$ cat src/hdl/tlr_pkg.sv
// Shared constants, codes and the step level table of the triangle LFO with rungler.
package tlr_pkg;

  localparam int unsigned PhaseWidth = 8;
  localparam int unsigned LevelWidth = 8;
  localparam int unsigned CfgDataWidth = 8;
  localparam int unsigned CfgIndexWidth = 1;

  localparam logic [PhaseWidth-1:0] SquareLimit = 8'd200;
  localparam logic [LevelWidth-1:0] FullLevel = 8'd255;

  typedef enum logic [1:0] {
    ModeKeep   = 2'd0,
    ModeInvert = 2'd1,
    ModeRandom = 2'd2,
    ModeSpare  = 2'd3
  } rungler_mode_e;

  typedef enum logic [CfgIndexWidth-1:0] {
    CfgMode = 1'd0,
    CfgSeed = 1'd1
  } cfg_index_e;

  function automatic logic [LevelWidth-1:0] step_level(input logic [2:0] idx);
    logic [LevelWidth-1:0] lvl;
    unique case (idx)
      3'd0: lvl = 8'd0;
      3'd1: lvl = 8'd80;
      3'd2: lvl = 8'd120;
      3'd3: lvl = 8'd150;
      3'd4: lvl = 8'd180;
      3'd5: lvl = 8'd200;
      3'd6: lvl = 8'd220;
      3'd7: lvl = 8'd255;
      default: lvl = 8'd0;
    endcase
    return lvl;
  endfunction

endpackage

$ cat src/hdl/triangle_lfo_with_rungler_core.sv
// Top level of the triangle LFO with rungler: tick processing, state and result register.
// Every accepted request is one timer tick and yields exactly one result in the following cycle.
// The block takes one tick per clock cycle; all per-tick work is a short path from the
// state registers into a single result register, and a new tick is taken whenever that
// register is empty or its result is being taken in the same cycle. A write to the seed
// register loads the rungler shift register; writes are expected only while no tick is
// in flight.
module triangle_lfo_with_rungler_core
  import tlr_pkg::*;
(
  input  logic                     clk_i,
  input  logic                     rst_ni,
  input  logic                     in_valid_i,
  output logic                     in_stall_o,
  input  logic                     reset_level_i,
  input  logic                     random_bit_i,
  output logic                     out_valid_o,
  input  logic                     out_stall_i,
  output logic [LevelWidth-1:0]    triangle_level_o,
  output logic [LevelWidth-1:0]    stepped_level_o,
  output logic                     square_out_o,
  input  logic                     cfg_we_i,
  input  logic [CfgIndexWidth-1:0] cfg_index_i,
  input  logic [CfgDataWidth-1:0]  cfg_data_i
);

  logic [1:0]            mode_q;
  logic [PhaseWidth-1:0] phase_q, phase_d;
  logic                  falling_q, falling_d;
  logic                  last_reset_q;
  logic [7:0]            rungler_q, rungler_d;
  logic [LevelWidth-1:0] held_step_q, held_step_d;
  logic                  out_valid_q;
  logic [LevelWidth-1:0] tri_q, tri_d;
  logic                  square_q, square_d;

  logic                  accept;
  logic                  reset_edge;
  logic                  wrap;
  logic                  fresh_bit;
  logic [PhaseWidth-1:0] phase_inc;
  logic                  falling_pre;

  assign in_stall_o = out_valid_q && out_stall_i;
  assign accept = in_valid_i && !in_stall_o;

  always_comb begin
    phase_inc   = phase_q + 8'd1;
    square_d    = falling_q && (phase_inc < SquareLimit);
    reset_edge  = reset_level_i && !last_reset_q;
    phase_d     = reset_edge ? '0 : phase_inc;
    falling_pre = reset_edge ? 1'b0 : falling_q;
    wrap        = (phase_d == '0);
    falling_d   = wrap ? !falling_pre : falling_pre;
    case (rungler_mode_e'(mode_q))
      ModeInvert: fresh_bit = !rungler_q[7];
      ModeRandom: fresh_bit = random_bit_i;
      default:    fresh_bit = rungler_q[7];
    endcase
    rungler_d   = wrap ? {rungler_q[6:0], fresh_bit} : rungler_q;
    held_step_d = wrap ? step_level({rungler_d[5], rungler_d[3], rungler_d[0]})
                       : held_step_q;
    tri_d       = falling_d ? (FullLevel - phase_d) : phase_d;
  end

  always_ff @(posedge clk_i or negedge rst_ni) begin
    if (!rst_ni) begin
      mode_q       <= ModeInvert;
      phase_q      <= '0;
      falling_q    <= 1'b0;
      last_reset_q <= 1'b0;
      rungler_q    <= '0;
      held_step_q  <= '0;
      out_valid_q  <= 1'b0;
    end else begin
      if (accept) begin
        phase_q      <= phase_d;
        falling_q    <= falling_d;
        last_reset_q <= reset_level_i;
        rungler_q    <= rungler_d;
        held_step_q  <= held_step_d;
        out_valid_q  <= 1'b1;
      end else if (!out_stall_i) begin
        out_valid_q  <= 1'b0;
      end
      if (cfg_we_i) begin
        unique case (cfg_index_e'(cfg_index_i))
          CfgMode: mode_q    <= cfg_data_i[1:0];
          CfgSeed: rungler_q <= cfg_data_i;
          default: ;
        endcase
      end
    end
  end

  always_ff @(posedge clk_i) begin
    if (accept) begin
      tri_q    <= tri_d;
      square_q <= square_d;
    end
  end

  assign out_valid_o      = out_valid_q;
  assign triangle_level_o = tri_q;
  assign stepped_level_o  = held_step_q;
  assign square_out_o     = square_q;

  // An accepted tick always leaves a result behind.
  assert property (@(posedge clk_i) disable iff (!rst_ni) accept |=> out_valid_o)
    else $error("Accepted request produced no result.");

  // A rising reset edge restarts the phase and leaves the flag set, so the level is full.
  assert property (@(posedge clk_i) disable iff (!rst_ni)
                   accept && reset_level_i && !last_reset_q |=> triangle_level_o == FullLevel)
    else $error("Reset edge did not restart the triangle at full level.");

  // The input side stalls only behind a pending result.
  assert property (@(posedge clk_i) disable iff (!rst_ni) in_stall_o |-> out_valid_o)
    else $error("Input stalled with no pending result.");

  // The stepped level only moves when the phase wraps.
  assert property (@(posedge clk_i) disable iff (!rst_ni)
                   accept && !wrap |=> held_step_q == $past(held_step_q))
    else $error("Stepped level changed without a wrap.");

endmodule
$ cat config.mk
export PLATFORM = sky130hd
export DESIGN_NAME = triangle_lfo_with_rungler_core
export DESIGN_NICKNAME = d
export VERILOG_FILES = /design/src/hdl/tlr_pkg.sv /design/src/hdl/triangle_lfo_with_rungler_core.sv
export SDC_FILE = /design/constraint.sdc
export NUM_CORES = 1
export LEC_CHECK = 0
export CAP_MARGIN = 5
export CORE_AREA = 4 4 82 65
export CTS_BUF_LIST = sky130_fd_sc_hd__clkbuf_8
export CTS_CLUSTER_SIZE = 25
export DETAILED_ROUTE_END_ITERATION = 7
export DIE_AREA = 0 0 86 69
export DONT_BUFFER_PORTS = 1
export PLACE_DENSITY = 0.68
export SLEW_MARGIN = 5
export SYNTH_ARGS = -nofsm -noshare
export SYNTH_HDL_FRONTEND = slang
export SYNTH_SLANG_ARGS = --single-unit
$ cat constraint.sdc
create_clock -name clk_i -period 3.99 [get_ports clk_i]
set_clock_uncertainty 0.05 [all_clocks]
set_input_delay 0.798 -clock clk_i [delete_from_list [all_inputs] [get_ports clk_i]]
set_output_delay 0.798 -clock clk_i [all_outputs]
set_load 0.02 [all_outputs]
==> results.sh <==
export IMPL_seqCellArea_um2=997
export IMPL_p_clk_frac=0.213
export IMPL_hold_buffers=0
export IMPL_num_antenna_cells=0
export IMPL_period_minus_slack_ns=3.13
export IMPL_ys_top_cells_by_area="dfrtp_1, edfxtp_1, nand2_1"
export IMPL_antenna_found_initial=0
export IMPL_synth_edf_count=9
export IMPL_n_fill_cell=385
export IMPL_syn_inst=246
export IMPL_p_leak_nw=1.03
export IMPL_dr_pass1_iters=5
export IMPL_rows=21
export IMPL_ys_async_sr_fraction=0.763
export IMPL_synth_seq_area_share=0.417
export IMPL_cts_clk_slew_worst_paths_ns=0.08
export IMPL_die_h_um=69
export IMPL_clock_latency_ns=0.28
export IMPL_hold_class="in -> async"
export IMPL_p_int_uw=904
export IMPL_syn_area_um2=2390
export IMPL_syn_nets=269
export IMPL_fmax_ghz=0.319
export IMPL_switching_share=0.385
export IMPL_setup_viol=0
export IMPL_layout_nets=262
export IMPL_numCtsBuffers=5
export IMPL_crit_fanout=12
export IMPL_layout_drive_gt1_share=0.158
export IMPL_vdd_drop_max_mv=0.280
export IMPL_clock_path_buffers=2
export IMPL_ys_seq_elements=38
export IMPL_ys_flop_type="dfrtp_1"
export IMPL_grt_overflow_total=0
export IMPL_io_pins=35
export IMPL_fin_tns_setup_ns=0
export IMPL_yosysTopAreaCell="dfrtp_1"
export IMPL_placed_area_um2=2380
export IMPL_drc_errors=0
export IMPL_power_density_nw_per_um2=592
export IMPL_dieArea_um2=5930
export IMPL_cts_root_buf="clkbuf_8"
export IMPL_setup_worst_path_class="reg -> reg"
export IMPL_post_cts_buffers=0
export IMPL_finalWeightedCongestion=0.797
export IMPL_synthDistinctLibCells=56
export IMPL_combPwrFrac=0.320
export IMPL_drt_iter0_markers=82
export IMPL_viasPerCell=6.04
export IMPL_startpoint_type="flip-flop"
export IMPL_cts_sinks=38
export IMPL_slew_headroom=0.490
export IMPL_mostFrequentLayoutCell="nand2_1"
export IMPL_track_usage=0.179
export IMPL_worst_pin_slew_ns=0.758
export IMPL_grt_max_degree=30
export IMPL_power_frac_seq=0.467
export IMPL_avgSynthCellArea_um2=9.73
export IMPL_final_cell_mix="nand2_1, dfrtp_1, o21ai_1"
export IMPL_final_area_um2=2490
export IMPL_ant_nets=0
export IMPL_drt_wl_total_um=4950
export IMPL_cp_arrival_ns=3.30
export IMPL_areaGrowthSynthToFinish_pct=3.92
export IMPL_crit_required_ns=4.16
export IMPL_h_tree_depth=2
export IMPL_num_vias=1794
export IMPL_p_switching_uw=567
export IMPL_hold_violations=0
export IMPL_die_w_um=86
export IMPL_endpoint_kind="flip-flop"
export IMPL_cts_resized=0
export IMPL_port_buffers=0
export IMPL_period_share=0.786
export IMPL_initial_core_util=0.539
export IMPL_wl_per_cell_um=16.7
export IMPL_maxCapViolations=0
export IMPL_maxSlewViolCount=0
export IMPL_synth_top_area_share=0.293
export IMPL_place_hpwl_um=3510
export IMPL_first_global_vias=1697
export IMPL_status="finished clean"
export IMPL_grt_setup_unrepaired="false"
export IMPL_yosys_warnings=0
export IMPL_multiInputGateArea_um2=1260
export IMPL_fp_coreArea_um2=4440
export IMPL_cts_tree="done"
export IMPL_grt_pass1_wl_um=8490
Yosys cell counts, drive strengths merged, types with 2 or more instances:
library cell / number
mux2: 5
a21oi: 8
a31oi: 5
ha: 7
o31ai: 2
inv: 7
nand2: 44
nand4: 3
clkbuf: 6
a21o: 5
nor2: 13
nor4b: 2
and2: 3
o21ai: 29
and3: 2
or3: 3
xor2: 5
nor3: 4
o31a: 2
mux2i: 5
a311oi: 2
edfxtp: 9
nand3: 7
nand2b: 3
buf: 12
nor4: 2
o211ai: 9
dfrtp: 28
xnor2: 2
registers in the layout, indices dropped and copies added, names as in the netlist:
signal	count
falling_q	1
out_valid_o	1
stepped_level_o	8
square_out_o	1
last_reset_q	1
triangle_level_o	8
mode_q	2
rungler_q	8
phase_q	8
through the flow:
| stage | power, mW | instances | utilization | hold slack, ns | setup WS, ns |
|---|---|---|---|---|---|
| final | 1.47 | 297 | 0.560 | 0.148 | 0.855 |
| after global routing | 1.58 | 297 | 0.560 | 0.127 | 0.603 |
| after CTS | 1.48 | 297 | 0.560 | 0.135 | 0.862 |
| after detailed placement | 1.16 | 289 | 0.536 | 0.453 | 0.916 |
| after global placement | 1.15 | 289 | 0.536 | 0.428 | 0.983 |
| after floorplan | 1.07 | 246 | - | 0.410 | 1.09 |
critical path, cell delays in order, from the launching register on:
cell and delay (ns):
dfrtp_1 0.53, ha_1 0.32, and4_4 0.27, nand2_2 0.10, xnor2_4 0.21, o41a_2 0.65
nand2_1 0.13, and2_1 0.15, ha_1 0.25, mux2_2 0.27, o21ai_1 0.12
final cells by class:
class                           count  area share
Clock buffer                        5      0.0277
Clock inverter                      3      0.0151
Inverter                            7      0.0106
Multi-Input combinational cell    183       0.505
Sequential cell                    38       0.401
Tap cell                           57      0.0287
Timing Repair Buffer                4      0.0121
final timing paths:
check | start | endpoint | slack, ns | depth (start not counted)
setup / recovery | phase_q[0]$_DFFE_PN0P_ | stepped_level_o[6]$_DFFE_PN0P_ | 0.86 | 10
hold / removal | rst_ni | stepped_level_o[4]$_DFFE_PN0P_ | 0.15 | 0
setup reg to reg | phase_q[0]$_DFFE_PN0P_ | stepped_level_o[6]$_DFFE_PN0P_ | 0.86 | 10
hold reg to reg | last_reset_q$_DFFE_PN0P_ | last_reset_q$_DFFE_PN0P_ | 0.47 | 2
max in group asynchronous | rst_ni | mode_q[0]$_DFFE_PN1P_ | 3.57 | 0
min in group clk_i | last_reset_q$_DFFE_PN0P_ | last_reset_q$_DFFE_PN0P_ | 0.47 | 2
routing by layer:
layer / vias up / part of all wire / GRT usage
li1: 868 / - / -
met1: 841 / 0.49 / 0.269
met2: 73 / 0.42 / 0.246
met3: 12 / 0.073 / 0.0417
met4: 0 / 0.019 / 0.0685
met5: - / 0 / 0
logic make-up (layout without fill, tap and decap cells):
kind of cell / count (synthesis) / in the layout / synth area share
simple gates: 90 / 90 / 0.199
compound gates: 69 / 69 / 0.207
flops: 38 / 38 / 0.417
buf+inv: 25 / 19 / 0.0585
mux: 10 / 10 / 0.0460
fa+ha+maj: 7 / 7 / 0.0366
xor+xnor: 7 / 7 / 0.0366
power by group through the flow:
stage          Combinational, mW  Clock [mW]  Sequential, mW
6_report                   0.470       0.314           0.687
5_1_grt                    0.535       0.339           0.704
4_1_cts                    0.472       0.324           0.688
3_5_place_dp               0.466           0           0.694
3_3_place_gp               0.459           0           0.690
2_1_floorplan              0.431           0           0.641
No activity file was read; power rests on OpenSTA's default activity.
